## src/hdl/bbd_pkg.sv

```systemverilog
`timescale 1ns / 1ps
// ----------------------------------------------------------------------------
// bbd_pkg
// Shared constants and types for the bilinear Bayer demosaic unit.
// ----------------------------------------------------------------------------
package bbd_pkg;

   localparam int MAX_WIDTH_DEFAULT  = 4096;
   localparam int PIXEL_BITS_DEFAULT = 10;

   localparam int CSR_BITS   = 13;
   localparam int ROW_BITS   = 13;
   localparam int MAX_HEIGHT = 4096;
   localparam int MIN_SIZE   = 4;

   localparam logic [CSR_BITS-1:0] WIDTH_RESET  = 13'd3264;
   localparam logic [CSR_BITS-1:0] HEIGHT_RESET = 13'd2448;

   typedef enum logic {
      CSR_FRAME_WIDTH  = 1'b0,
      CSR_FRAME_HEIGHT = 1'b1
   } csr_index_type;

   localparam logic OP_PIXEL = 1'b0;
   localparam logic OP_FLUSH = 1'b1;

   // Position information for the pixel that the window centre will hold
   typedef struct packed {
      logic emit;
      logic top_sel;
      logic in_range;
      logic y_top;
      logic y_bot;
      logic x_lft;
      logic x_rgt;
      logic y_odd;
      logic x_odd;
      logic frame_end;
   } pos_type;

endpackage

```

## src/hdl/bbd_interp.sv

```systemverilog
`timescale 1ns / 1ps
// ----------------------------------------------------------------------------
// bbd_interp
// 3x3 window, bilinear colour rules and the result register.
// ----------------------------------------------------------------------------
module bbd_interp #(
   parameter int PIXEL_BITS = bbd_pkg::PIXEL_BITS_DEFAULT
) (
   input  logic                  clock,
   input  logic                  reset,
   input  logic                  stage_valid,
   input  bbd_pkg::pos_type      stage_pos,
   input  logic [PIXEL_BITS-1:0] stage_cur,
   input  logic [PIXEL_BITS-1:0] rd_bank0,
   input  logic [PIXEL_BITS-1:0] rd_bank1,
   output logic                  stage_adv,
   output logic                  rsp_valid,
   input  logic                  rsp_ready,
   output logic [PIXEL_BITS-1:0] rsp_red,
   output logic [PIXEL_BITS-1:0] rsp_green,
   output logic [PIXEL_BITS-1:0] rsp_blue,
   output logic                  rsp_frame_end
);

   localparam int PB  = PIXEL_BITS;
   localparam int S3  = PB + 3;
   localparam int SW  = PB + 2;
   localparam logic [S3-1:0] K3 = S3'(((1 << S3) + 2) / 3);

   // window columns 1 and 2; column 0 is never read after a shift
   logic [PB-1:0] win1_ff [3];
   logic [PB-1:0] win2_ff [3];
   logic [PB-1:0] tl, t, tr, l, c, r, bl, b, br;
   logic [PB-1:0] new_top, new_mid;
   logic [PB-1:0] red_in, green_in, blue_in;
   logic [PB-1:0] red_ff, green_ff, blue_ff;
   logic          fe_ff, rsp_valid_ff, rsp_valid_in;
   logic          fire;
   logic [SW-1:0] s3;
   logic [SW+S3-1:0] prod3;
   logic [PB-1:0] g3;

   function automatic logic [PB-1:0] avg2(input logic [PB-1:0] p, input logic [PB-1:0] q);
      logic [PB:0] s;
      s = {1'b0, p} + {1'b0, q};
      return s[PB:1];
   endfunction

   function automatic logic [PB-1:0] avg4(input logic [PB-1:0] p, input logic [PB-1:0] q,
                                          input logic [PB-1:0] u, input logic [PB-1:0] v);
      logic [PB+1:0] s;
      s = {2'b00, p} + {2'b00, q} + {2'b00, u} + {2'b00, v};
      return s[PB+1:2];
   endfunction

   assign stage_adv = !rsp_valid_ff || rsp_ready;
   assign fire      = stage_valid && stage_adv;

   always_comb begin
      new_top = '0;
      new_mid = '0;
      if (stage_pos.in_range) begin
         new_top = stage_pos.top_sel ? rd_bank1 : rd_bank0;
         new_mid = stage_pos.top_sel ? rd_bank0 : rd_bank1;
      end
   end

   assign tl = win1_ff[0];
   assign t  = win2_ff[0];
   assign tr = new_top;
   assign l  = win1_ff[1];
   assign c  = win2_ff[1];
   assign r  = new_mid;
   assign bl = win1_ff[2];
   assign b  = win2_ff[2];
   assign br = stage_cur;

   // three-neighbour green on the side edges; divide by 3 via reciprocal
   always_comb begin
      s3 = {2'b00, t} + {2'b00, b} + (stage_pos.x_lft ? {2'b00, r} : {2'b00, l});
      prod3 = SW'(s3) * K3;
      g3 = prod3[S3+PB-1:S3];
   end

   always_comb begin
      red_in   = c;
      green_in = c;
      blue_in  = c;
      if (stage_pos.y_top && stage_pos.x_lft) begin
         red_in = c; green_in = avg2(r, b); blue_in = br;
      end else if (stage_pos.y_top && stage_pos.x_rgt) begin
         red_in = l; green_in = c; blue_in = b;
      end else if (stage_pos.y_bot && stage_pos.x_lft) begin
         red_in = t; green_in = c; blue_in = r;
      end else if (stage_pos.y_bot && stage_pos.x_rgt) begin
         red_in = tl; green_in = avg2(t, l); blue_in = c;
      end else if (stage_pos.y_top) begin
         if (stage_pos.x_odd) begin
            red_in = avg2(l, r); green_in = c; blue_in = b;
         end else begin
            red_in = c; green_in = avg2(b, r); blue_in = avg2(bl, br);
         end
      end else if (stage_pos.y_bot) begin
         if (stage_pos.x_odd) begin
            red_in = avg2(tl, tr); green_in = avg2(l, r); blue_in = c;
         end else begin
            red_in = t; green_in = c; blue_in = r;
         end
      end else if (stage_pos.x_lft) begin
         if (stage_pos.y_odd) begin
            red_in = avg2(t, b); green_in = c; blue_in = r;
         end else begin
            red_in = c; green_in = g3; blue_in = avg2(tr, br);
         end
      end else if (stage_pos.x_rgt) begin
         if (stage_pos.y_odd) begin
            red_in = avg2(tl, bl); green_in = g3; blue_in = c;
         end else begin
            red_in = l; green_in = c; blue_in = avg2(t, b);
         end
      end else if (!stage_pos.y_odd && !stage_pos.x_odd) begin
         red_in = c; green_in = avg4(t, b, l, r); blue_in = avg4(tl, tr, bl, br);
      end else if (!stage_pos.y_odd) begin
         red_in = avg2(l, r); green_in = c; blue_in = avg2(t, b);
      end else if (!stage_pos.x_odd) begin
         red_in = avg2(t, b); green_in = c; blue_in = avg2(l, r);
      end else begin
         red_in = avg4(tl, tr, bl, br); green_in = avg4(t, b, l, r); blue_in = c;
      end
   end

   always_comb begin
      rsp_valid_in = rsp_valid_ff;
      if (fire) begin
         rsp_valid_in = stage_pos.emit;
      end else if (rsp_ready) begin
         rsp_valid_in = 1'b0;
      end
   end

   always_ff @(posedge clock) begin
      if (reset) begin
         rsp_valid_ff <= 1'b0;
         for (int i = 0; i < 3; i++) begin
            win1_ff[i] <= '0;
            win2_ff[i] <= '0;
         end
      end else begin
         rsp_valid_ff <= rsp_valid_in;
         if (fire) begin
            win1_ff[0] <= t;
            win1_ff[1] <= c;
            win1_ff[2] <= b;
            win2_ff[0] <= tr;
            win2_ff[1] <= r;
            win2_ff[2] <= br;
         end
      end
   end

   always_ff @(posedge clock) begin
      if (fire) begin
         red_ff   <= red_in;
         green_ff <= green_in;
         blue_ff  <= blue_in;
         fe_ff    <= stage_pos.frame_end;
      end
   end

   assign rsp_valid     = rsp_valid_ff;
   assign rsp_red       = red_ff;
   assign rsp_green     = green_ff;
   assign rsp_blue      = blue_ff;
   assign rsp_frame_end = fe_ff;

endmodule

```

## config.mk

```make
export PLATFORM = sky130hd
export DESIGN_NAME = bbd_interp
export DESIGN_NICKNAME = d
export VERILOG_FILES = /design/src/hdl/bbd_pkg.sv /design/src/hdl/bbd_interp.sv
export SDC_FILE = /design/constraint.sdc
export NUM_CORES = 1
export LEC_CHECK = 0
export BUFFER_PORTS_ARGS = -buffer_cell sky130_fd_sc_hd__buf_2
export CORE_UTILIZATION = 59
export CTS_BUF_LIST = sky130_fd_sc_hd__clkbuf_4
export DETAILED_ROUTE_END_ITERATION = 16
export PLACE_DENSITY = 0.8
export RECOVER_POWER = 100
export SLEW_MARGIN = 5
export SYNTH_ARGS = -nofsm -noshare
export SYNTH_HDL_FRONTEND = slang
export SYNTH_SLANG_ARGS = --single-unit
```

## constraint.sdc

```tcl
create_clock -name clock -period 7.4 [get_ports clock]
set_input_delay 0 -clock clock [delete_from_list [all_inputs] [get_ports clock]]
set_output_delay 0 -clock clock [all_outputs]
set_load 0.02 [all_outputs]
```

==> summary.txt <==
Yosys
  – Largest area contributor in the synthesized netlist: sky130_fd_sc_hd__edfxtp_1
  – Count leader, synth: sky130_fd_sc_hd__ha_1
  – Share of flip-flops with an asynchronous set or reset: 0%
  – Netlist Area Pre-Place: 0.0148 mm2
  – Mean instance size in the synthesized netlist: 8.44 um2
  – Top cells by instance count after synthesis: sky130_fd_sc_hd__ha_1 (177), sky130_fd_sc_hd__inv_1 (153), sky130_fd_sc_hd__nand2_1 (146)
  – Predominant post-synthesis flop cell: sky130_fd_sc_hd__edfxtp_1
  – Number of enable flip-flop cells after synthesis: 91
  – Post-synth top area share: 18.4%
  – Synthesized netlist net count: 2,052
  – Synthesized instance count: 1,757
  – Number of warnings reported in the yosys synthesis log: 0
  – Ranking of synthesized cells by area: sky130_fd_sc_hd__edfxtp_1 (18%), sky130_fd_sc_hd__ha_1 (15%), sky130_fd_sc_hd__fa_1 (10%), sky130_fd_sc_hd__o21ai_0 (4.2%), sky130_fd_sc_hd__a21oi_1 (4.1%)
  – Count of state elements after synthesis: 92
  – Portion of the post-synthesis area used by sequential elements: 18.6%
  – Number of library cell types mapped by synthesis: 92

STA
  – Final setup slack of the worst path: -0.00864 ns
  – Final-report setup violation count: 1
  – Worst-Margin Slew: 3.99 ns
  – Setup repair after global routing missed its margin: yes
  – Hold Violations, Final: 0
  – Number of max-slew violations in the final report: 147
  – Crit path time final: 7.41 ns
  – Headroom to the max-slew limit: -166%
  – Worst clock skew on the final layout: 0.0383 ns
  – Maximum achievable frequency: 135 MHz
  – Ratio of final minimum period to clock period: 100%

Floorplanning
  – Overall die area: 0.0258 mm2
  – FP Rows: 57
  – Overall die height: 161 um
  – Overall die width: 161 um
  – Core Area: 0.0245 mm2
  – Starting utilization of the core area: 60.6%
  – Ports placed on the boundary: 77

Clock network
  – Number of buffers on the longest clock path: 2
  – Clk Latency, worst-skew pair: 0.53 ns
  – Clock tree from TritonCTS: done
  – Number of H-tree levels: 3
  – Root buf cell: sky130_fd_sc_hd__clkbuf_4
  – CTS clock-pin slew for the worst setup and hold paths: 0.20 ns
  – Total clock buffers created by CTS: 9
  – Number of sinks driven by the clock tree: 92

Global route
  – Via count of the first global-routing pass: 14.9k
  – Global-route congestion overflow total: 0
  – Gr usage total: 43.2%
  – Antenna violations before repair: 3
  – First-pass GRT wire length: 84.3 mm
  – Maximum number of pins on one net before global-route repair: 61

Worst setup path
  – Top fanout value on the critical path: 3
  – Critical Path Source Type: flop
  – Worst Setup End Kind: flop
  – Beginning of the worst register-to-register path: win2_ff[0][20]
  – Slowest-stage cell, CP: sky130_fd_sc_hd__fa_1
  – Worst reg2reg setup slack: -0.009 ns
  – Crit Path Class: reg2reg
  – Critical path's most frequent cell: sky130_fd_sc_hd__ha_1
  – CP required: 7.67 ns
  – Arrival time reported for the critical path endpoint: 7.68 ns
  – Critical path startpoint: win2_ff[0][20]
  – CP peak stage delay: 0.50 ns

Routing
  – Vias/cell: 6.86
  – Total detailed-routing wirelength: 56.3 mm
  – Wire length per cell: 25.5 um
  – Count of routing violations after the opening detailed-route iteration: 2,149
  – Vias post-DR: 15.2k
  – First-pass detailed-route iteration total: 10
  – Number of antenna-violating nets in the routed design: 0
  – DRC violation count after routing: 0

Cells and area
  – Final-layout fill cell count: 2,050
  – Finished Core Util: 68.3%
  – Fraction of final layout cells with drive strength greater than 1: 14.9%
  – Area growth from synthesis to layout: 12.7%
  – Post-layout net count: 2,178

Run status
  – Violations in the final reports: max-capacitance violations, max-slew violations, negative setup slack
  – Run status: finished with violations

Hold path
  – Worst hold path type: in2reg
  – Hold path startpoint: rd_bank1[9]

Placed design
  – Final weighted congestion in routability-driven placement: 1.02
  – Port-buffer cells: 76
  – Placed wire-length estimate: 42.1 mm

Flow run
  – Number of maximum-capacitance violations: 4
[path summary, 6_finish.rpt]
path,depth (start not counted),endpoint
min reg2reg,2,rsp_red[1]
max reg2reg,33,rsp_green[4]
max,33,rsp_green[4]
min,4,win2_ff[0][9]
[placed cells by master, fill, tap and decap left out, drive strengths merged, types with 15 or more instances in the layout]
cell	netlist	routed
dlygate4sd3	0	15
a31oi	21	21
inv	156	156
nand3	23	23
ha	177	177
mux2	21	21
clkbuf	76	47
buf	14	153
a21oi	126	126
xnor2	68	68
xor2	28	28
nor3	24	24
mux2i	28	28
o22ai	23	23
a221oi	21	21
nor2b	32	32
o21a	16	16
edfxtp	91	91
nor2	124	124
a21o	27	27
nand2	146	146
fa	74	74
o21ai	133	133
o211ai	29	29
a211oi	25	25
and2	47	47
[per-layer routing]
metal | vias up | part of all wire (%) | track usage [%]
met5 | - | 0.023 | 0
met4 | 2 | 6.2 | 23.9
met3 | 307 | 14 | 14.0
met2 | 1174 | 43 | 65.5
met1 | 7051 | 37 | 54.3
li1 | 6645 | - | -
[sequential cells by signal, summed over array words and instances (netlist names)]
signal	flops
rsp_frame_end	1
win1_ff	30
rsp_green	10
rsp_blue	10
rsp_red	10
rsp_valid	1
win2_ff	30
[final cells by class]
| class | instances | area, um2 | area share (%) |
|---|---|---|---|
| Antenna cell | 1 | 2.50 | 0.0150 |
| Clock buffer | 10 | 75.1 | 0.449 |
| Clock inverter | 6 | 114 | 0.681 |
| Inverter | 157 | 589 | 3.52 |
| Multi-Input combinational cell | 1418 | 11400 | 68.5 |
| Sequential cell | 92 | 2750 | 16.5 |
| Tap cell | 324 | 405 | 2.42 |
| Timing Repair Buffer | 205 | 1330 | 7.98 |
[cell families (layout without fill, tap and decap cells)]
group	after synthesis	after routing	share of synthesized area, %
other	0	1	0
buffers and inverters	247	378	6.34
DFF	92	92	18.6
xor gates and xnor gates	97	97	5.95
adders and majority gates	251	251	24.9
muxes	54	54	4.32
AOI/OAI and AO/OA	546	546	24.7
and+or+nand+nor	470	470	15.2
[worst max-delay path: cells and delay by family (launching register included)]
kind	cells	cell delay, ns
AO/OA/AOI/OAI	9	1.73
flip-flops	1	0.41
buffers and inverters	5	0.47
adder cells (fa/ha/maj)	9	3.14
AND/OR/NAND/NOR	7	0.83
XOR/XNOR	3	0.54
[through the flow]
| stage | instance area, um2 | setup WS [ns] | instances | hold WS [ns] | setup TNS [ns] |
|---|---|---|---|---|---|
| finish | 16700 | -0.00864 | 2213 | 0.0456 | -0.00864 |
| global route | 16700 | -0.294 | 2213 | 0.0541 | -1.61 |
| global placement | 16000 | 0.0616 | 2161 | 0.176 | 0 |
| CTS | 16400 | 0.0120 | 2193 | 0.0207 | 0 |
| floorplan | 14800 | 0.0618 | 1757 | 0.0691 | 0 |
| detailed placement | 16000 | -0.138 | 2161 | 0.178 | -0.732 |
[what timing repair did]
item                                    CTS  global route
gates resized for setup                   8            59
endpoints found under the setup margin    8            10
buffers inserted                          1            19
endpoints found under the hold margin    20             0
pin swaps                                 3            66
hold buffers                             15             0
Power is not shown: default switching activity piles up to over one toggle a cycle in this logic, so the estimate is an artifact.
