$ cat config.mk
export PLATFORM = sky130hd
export DESIGN_NAME = bbd_scan_ctrl
export DESIGN_NICKNAME = d
export VERILOG_FILES = /design/src/hdl/bbd_pkg.sv /design/src/hdl/bbd_scan_ctrl.sv
export SDC_FILE = /design/constraint.sdc
export NUM_CORES = 1
export LEC_CHECK = 0
export ABC_AREA = 1
export BUFFER_PORTS_ARGS = -buffer_cell sky130_fd_sc_hd__clkbuf_2
export CORE_MARGIN = 1
export CORE_UTILIZATION = 50
export CTS_CLUSTER_SIZE = 20
export DETAILED_ROUTE_END_ITERATION = 7
export PLACE_DENSITY = 0.68
export SETUP_SLACK_MARGIN = 0.3
export SYNTH_ARGS = -nofsm -noshare
export SYNTH_HDL_FRONTEND = slang
export SYNTH_SLANG_ARGS = --single-unit
$ cat constraint.sdc
create_clock -name clock -period 8.07 [get_ports clock]
set_clock_uncertainty 0.15 [all_clocks]
set_input_delay 0.4035 -clock clock [delete_from_list [all_inputs] [get_ports clock]]
set_output_delay 0.4035 -clock clock [all_outputs]
set_load 0.005 [all_outputs]
$ cat src/hdl/bbd_pkg.sv
`timescale 1ns / 1ps
// ----------------------------------------------------------------------------
// bbd_pkg
// Shared constants and types for the bilinear Bayer demosaic unit.
// ----------------------------------------------------------------------------
package bbd_pkg;

   localparam int MAX_WIDTH_DEFAULT  = 4096;
   localparam int PIXEL_BITS_DEFAULT = 10;

   localparam int CSR_BITS   = 13;
   localparam int ROW_BITS   = 13;
   localparam int MAX_HEIGHT = 4096;
   localparam int MIN_SIZE   = 4;

   localparam logic [CSR_BITS-1:0] WIDTH_RESET  = 13'd3264;
   localparam logic [CSR_BITS-1:0] HEIGHT_RESET = 13'd2448;

   typedef enum logic {
      CSR_FRAME_WIDTH  = 1'b0,
      CSR_FRAME_HEIGHT = 1'b1
   } csr_index_type;

   localparam logic OP_PIXEL = 1'b0;
   localparam logic OP_FLUSH = 1'b1;

   // Position information for the pixel that the window centre will hold
   typedef struct packed {
      logic emit;
      logic top_sel;
      logic in_range;
      logic y_top;
      logic y_bot;
      logic x_lft;
      logic x_rgt;
      logic y_odd;
      logic x_odd;
      logic frame_end;
   } pos_type;

endpackage

$ cat src/hdl/bbd_scan_ctrl.sv
`timescale 1ns / 1ps
// ----------------------------------------------------------------------------
// bbd_scan_ctrl
// Frame size registers, raster counters and the input stage register.
// ----------------------------------------------------------------------------
module bbd_scan_ctrl #(
   parameter int MAX_WIDTH  = bbd_pkg::MAX_WIDTH_DEFAULT,
   parameter int PIXEL_BITS = bbd_pkg::PIXEL_BITS_DEFAULT,
   parameter int AW         = $clog2(MAX_WIDTH)
) (
   input  logic                          clock,
   input  logic                          reset,
   input  logic                          accept,
   input  logic                          op,
   input  logic [PIXEL_BITS-1:0]         sample,
   input  logic                          csr_write_en,
   input  logic                          csr_index,
   input  logic [bbd_pkg::CSR_BITS-1:0]  csr_wdata,
   input  logic                          stage_adv,
   output logic                          mem_rd_en,
   output logic [AW-1:0]                 mem_addr,
   output logic                          mem_wr_en,
   output logic                          mem_wr_bank,
   output logic                          stage_valid,
   output bbd_pkg::pos_type              stage_pos,
   output logic [PIXEL_BITS-1:0]         stage_cur
);

   localparam int CW   = $clog2(MAX_WIDTH + 1);
   localparam int RB   = bbd_pkg::ROW_BITS;
   localparam int WTOP = MAX_WIDTH - (MAX_WIDTH % 2);

   logic [bbd_pkg::CSR_BITS-1:0] width_ff, width_in;
   logic [bbd_pkg::CSR_BITS-1:0] height_ff, height_in;
   logic [RB-1:0]                row_ff, row_in;
   logic [CW-1:0]                col_ff, col_in;
   logic                         drain_ff, drain_in;
   logic                         valid_ff, valid_in;
   bbd_pkg::pos_type             pos_ff, pos_in;
   logic [PIXEL_BITS-1:0]        cur_ff, cur_in;

   logic [15:0]   wt;
   logic [RB-1:0] ht;
   logic [CW-1:0] w_eff;
   logic [RB-1:0] h_eff;
   logic [RB-1:0] y;
   logic [CW-1:0] x;
   logic [CW-1:0] col_inc;
   logic [RB-1:0] row_inc;
   logic          item_go;
   logic          in_range;

   // Effective sizes: bit 0 cleared, then clamped
   always_comb begin
      wt = {3'b000, width_ff & 13'h1FFE};
      if (wt < 16'(bbd_pkg::MIN_SIZE)) begin
         wt = 16'(bbd_pkg::MIN_SIZE);
      end
      if (wt > 16'(WTOP)) begin
         wt = 16'(WTOP);
      end
      w_eff = wt[CW-1:0];
      ht = height_ff & 13'h1FFE;
      if (ht < RB'(bbd_pkg::MIN_SIZE)) begin
         ht = RB'(bbd_pkg::MIN_SIZE);
      end
      if (ht > RB'(bbd_pkg::MAX_HEIGHT)) begin
         ht = RB'(bbd_pkg::MAX_HEIGHT);
      end
      h_eff = ht;
   end

   assign item_go  = accept && (drain_ff || op == bbd_pkg::OP_PIXEL);
   assign in_range = col_ff < w_eff;
   assign col_inc  = col_ff + CW'(1);
   assign row_inc  = row_ff + RB'(1);

   always_comb begin
      width_in  = width_ff;
      height_in = height_ff;
      row_in    = row_ff;
      col_in    = col_ff;
      drain_in  = drain_ff;
      pos_in    = pos_ff;
      cur_in    = cur_ff;
      valid_in  = valid_ff;
      y         = '0;
      x         = '0;

      if (valid_ff && stage_adv) begin
         valid_in = 1'b0;
      end

      if (item_go) begin
         valid_in = 1'b1;
         if (!drain_ff) begin
            if (col_ff != '0) begin
               y = row_ff - RB'(1);
               x = col_ff - CW'(1);
            end else begin
               y = row_ff - RB'(2);
               x = w_eff - CW'(1);
            end
            pos_in.emit    = (row_ff >= RB'(2)) || (row_ff == RB'(1) && col_ff != '0);
            pos_in.top_sel = row_ff[0];
            cur_in         = sample;
            if (col_inc == w_eff) begin
               col_in = '0;
               row_in = row_inc;
               if (row_inc == h_eff) begin
                  drain_in = 1'b1;
                  row_in   = h_eff - RB'(1);
               end
            end else begin
               col_in = col_inc;
            end
         end else begin
            if (col_ff == '0) begin
               y = h_eff - RB'(2);
               x = w_eff - CW'(1);
            end else begin
               y = h_eff - RB'(1);
               x = col_ff - CW'(1);
            end
            pos_in.emit    = 1'b1;
            pos_in.top_sel = 1'b0;
            cur_in         = '0;
            col_in         = col_inc;
         end
         pos_in.in_range  = in_range;
         pos_in.y_top     = (y == '0);
         pos_in.y_bot     = (y == h_eff - RB'(1));
         pos_in.x_lft     = (x == '0);
         pos_in.x_rgt     = (x == w_eff - CW'(1));
         pos_in.y_odd     = y[0];
         pos_in.x_odd     = x[0];
         pos_in.frame_end = pos_in.y_bot && pos_in.x_rgt;
         // last pixel of the frame: restart counters
         if (pos_in.frame_end) begin
            row_in   = '0;
            col_in   = '0;
            drain_in = 1'b0;
         end
      end

      if (csr_write_en) begin
         unique case (bbd_pkg::csr_index_type'(csr_index))
            bbd_pkg::CSR_FRAME_WIDTH:  width_in  = csr_wdata;
            bbd_pkg::CSR_FRAME_HEIGHT: height_in = csr_wdata;
            default: ;
         endcase
         row_in   = '0;
         col_in   = '0;
         drain_in = 1'b0;
      end
   end

   always_ff @(posedge clock) begin
      if (reset) begin
         width_ff  <= bbd_pkg::WIDTH_RESET;
         height_ff <= bbd_pkg::HEIGHT_RESET;
         row_ff    <= '0;
         col_ff    <= '0;
         drain_ff  <= 1'b0;
         valid_ff  <= 1'b0;
      end else begin
         width_ff  <= width_in;
         height_ff <= height_in;
         row_ff    <= row_in;
         col_ff    <= col_in;
         drain_ff  <= drain_in;
         valid_ff  <= valid_in;
      end
   end

   always_ff @(posedge clock) begin
      pos_ff <= pos_in;
      cur_ff <= cur_in;
   end

   assign mem_rd_en   = item_go && in_range;
   assign mem_addr    = col_ff[AW-1:0];
   assign mem_wr_en   = accept && !drain_ff && op == bbd_pkg::OP_PIXEL;
   assign mem_wr_bank = row_ff[0];
   assign stage_valid = valid_ff;
   assign stage_pos   = pos_ff;
   assign stage_cur   = cur_ff;

endmodule

==> flow_summary.toml <==
[power_and_ir_drop]
combinationalPowerShare_pct = 18.7
sequentialPowerShare_pct = 38.2
power.switching_mw = 0.314
p_sw_share_pct = 30.5
p_int_mw = 0.717
static-leakage-power_nw = 3.73
share_clk_of_total_power_pct = 43.0
vdd_drop_max_mv = 0.158
power.density_nw_per_um2 = 142

[synthesis]
synth-xor-area-share_pct = 7.23
yosys_register_bits = 72
netlist-cell-type-count = 50
mean_post_synth_cell_area_um2 = 6.17
post_synthesis_simple_gate_area_fraction_pct = 40.2
edff_count_synth = 20
post_synthesis_compound_gate_area_fraction_pct = 12.0
async_flop_share_pct = 0
yosys_warnings = 0
mappedNetlistNets = 1129
netlist_top_cells_area = "dfxtp_1, nand2_1, edfxtp_1"
synthDominantAreaCellType = "dfxtp_1"
synth_area_um2 = 6650
synthAdderAreaFrac_pct = 4.14
ys_dominant_reg_cell = "dfxtp_1"
synth.top_cell.area_share_pct = 15.7
synth.mux.area_fraction_pct = 0
largest_family_of_logic_cells_by_synthesized_area = "simple AND/OR/NAND/NOR gates"
post_synth_inst_count = 1077
synth-seq-area-share_pct = 24.7

[outcome]
run_status = "completed"

[drt]
dr_wl_met2_mm = 7.93
dr_total_vias = 6866
remaining_drc_errors = 0
route.met3.wl_mm = 1.34
drtAntennaViolNets = 0
routed_wl_mm = 19.0
routedLengthMet1_mm = 9.47
wl_per_cell_um = 14.8
dr.first_iter.drc_count = 600
routed.top_layer = "met4"
routed_via_density = 5.35
drt_first_pass_iters = 7

[layout]
final_layout_size_suffix_gt1_share_pct = 11.0
layout.nets = 1158
antennaDiodeCount = 0
area.growth.synth_to_final_pct = 9.02
design_area_um2 = 7240
final_core_utilization_pct = 56.7

[global_routing]
grt_pass1_vias = 6039
grt_start_max_net_pins = 34
antenna_found_initial = 0
global_route_congestion_overflow_total = 0
groute.usage.overall_pct = 29.1
grt_pass1_wl_mm = 30.6

[worst_hold_path]
timing.hold.worst.class = "input pin to register"

[floorplan]
initial_core_util_pct = 52.0
die_area_um2 = 13800
placementRows = 41
chipHeight_um = 117
fp.dieW_um = 117
core_box_area_um2 = 12800
ioPinCount = 66

[cts]
ctsResizeCount = 0
postCtsSetupRepairBufs = 0
cts_tree = "done"
worstSkewPairLatency_ns = 0.35
cts_sinks = 72
ctsRootBufferMaster = "clkbuf_16"
cts.htree.levels = 3
numCtsBuffers = 9
clk_path_buf_depth = 2
worst_setup_hold_path_clk_slew_ns = 0.07
cts.hold.buffers_added = 0

[timing]
final_min_period_over_clock_period_pct = 51.1
worstMarginPinSlew_ns = 1.01
hold_viol = 0
max_freq_mhz = 243
max_slew_margin_pct = 32.5
report.final.setup_viol = 0
tns_ns = 0
post-route-min-period_ns = 4.12
timing.final.max_slew_violations = 0
postLayoutSetupSlackWorst_ns = 3.95
rsz0062_at_grt = "no"
hold_ws_ns = 0.0926

[place]
io_buffer_count = 64
post_dp_cell_area_um2 = 6920
final_weighted_congestion_of_routability_driven_global_placement = 0.916
detailedPlacementHpwl_mm = 14.8
pre_cts_slack_ns = 4.01

[worst_setup_path]
worstSetupEndpointType = "register"
worst-setup-path-type = "register to register"
crit_path_start_kind = "register"
crit_path_max_fanout = 25
crit_required_ns = 8.16
arrival_ns = 4.21

[job]
max_cap_viol = 0
[critical path, stage by stage, from the launching register on]
cell and delay (ns):
dfxtp_1 0.43, inv_1 0.14, ha_1 0.30, nand2_2 0.14
nor2_4 0.06, nand2_2 0.36, clkinv_1 0.43, nand2_1 0.17
nand2_1 0.10, nand2_1 0.11, nor2_1 0.07, nor2_1 0.11
nand3_1 0.08, nor2_1 0.13, nand3_2 0.13, nor2_4 0.35
nand2_4 0.16, nand2_4 0.12, nand2_4 0.18, nor2_1 0.20
nor2_1 0.06
[cells in the final DEF (no fill, tap or decap), types with 3 or more instances in the layout]
| master | n |
|---|---|
| nand3_1 | 98 |
| dfxtp_1 | 52 |
| o41ai_1 | 3 |
| o21ai_0 | 51 |
| nor4_1 | 5 |
| nand3b_1 | 3 |
| nor2_4 | 6 |
| xor2_1 | 48 |
| ha_1 | 22 |
| nand2_2 | 7 |
| clkbuf_16 | 9 |
| clkbuf_2 | 64 |
| nor2_1 | 147 |
| o21ai_1 | 5 |
| clkinv_1 | 4 |
| nor3_1 | 12 |
| edfxtp_1 | 20 |
| xnor2_1 | 5 |
| inv_1 | 120 |
| nand2_1 | 277 |
| a211oi_1 | 4 |
| a21oi_1 | 61 |
| o211ai_1 | 4 |
| nand2_4 | 4 |
| inv_2 | 7 |
| buf_4 | 3 |
| nand4_1 | 30 |
| nor2_2 | 6 |
| o31ai_1 | 4 |
[power groups by stage]
| stage | clock network [mW] | registers [mW] | logic [mW] |
|---|---|---|---|
| 4_1_cts | 0.447 | 0.394 | 0.190 |
| 2_1_floorplan | 0 | 0.400 | 0.140 |
| 3_5_place_dp | 0 | 0.402 | 0.189 |
| 3_3_place_gp | 0 | 0.402 | 0.188 |
| 6_report | 0.444 | 0.394 | 0.193 |
| 5_1_grt | 0.465 | 0.396 | 0.218 |
[state kept, by name, indices dropped and copies added (netlist names)]
name         flops
stage_cur       10
stage_pos       10
height_ff       12
stage_valid      1
width_ff        12
col_ff          13
row_ff          13
drain_ff         1
[metrics by stage]
stage / std cells / total power, mW
finish: 1283 / 1.03
global route: 1283 / 1.08
CTS: 1283 / 1.03
detailed placement: 1267 / 0.591
global placement: 1267 / 0.590
floorplan: 1077 / 0.540
[cell type report]
type                       instances  area [um2]
timing repair buffer              67         343
clock inverter                     7        95.1
tap                              172         215
clock buffer                       9         225
fill                            1357        5530
inverter                         130         488
multi-input combinational        826        4240
sequential                        72        1640
[cells by family (layout without fill, tap and decap cells)]
family                   Yosys count  after routing
AO/OA/AOI/OAI                    144            144
XOR/XNOR                          54             54
adder cells (fa/ha/maj)           22             22
buffers and inverters            179            213
flip-flops                        72             72
AND/OR/NAND/NOR                  606            606
[path summary, 6_finish.rpt]
check | from | to | slack, ns | cells after the start
worst max-delay path | col_ff[0] | row_ff[7] | 3.95 | 20
worst min register to register | stage_valid | stage_valid | 0.31 | 2
worst min-delay path | reset | stage_valid | 0.09 | 2
worst max register to register | col_ff[0] | row_ff[7] | 3.95 | 20
[synthesized netlist by cell type, types with 3 or more instances]
cell type / n
nand2_1: 277
nor2_1: 147
inv_1: 120
nand3_1: 98
a21oi_1: 62
dfxtp_1: 52
o21ai_0: 51
xor2_1: 48
nand4_1: 30
ha_1: 22
edfxtp_1: 20
buf_2: 15
clkbuf_1: 15
buf_4: 13
nor3_1: 12
inv_2: 7
nand2_2: 7
nor2_2: 6
nor2_4: 6
buf_6: 5
nor4_1: 5
o21ai_1: 5
xnor2_1: 5
a211oi_1: 4
nand2_4: 4
o211ai_1: 4
o31ai_1: 4
clkinv_1: 3
nand3b_1: 3
o41ai_1: 3
[routing by layer]
metal  track usage [%]  vias to the layer above
met1              43.3                     3089
met5                 0                        -
met3              3.76                       14
met2              43.9                      225
met4              7.93                        0
li1                  -                     3538
(Power assumes the default switching activity.)
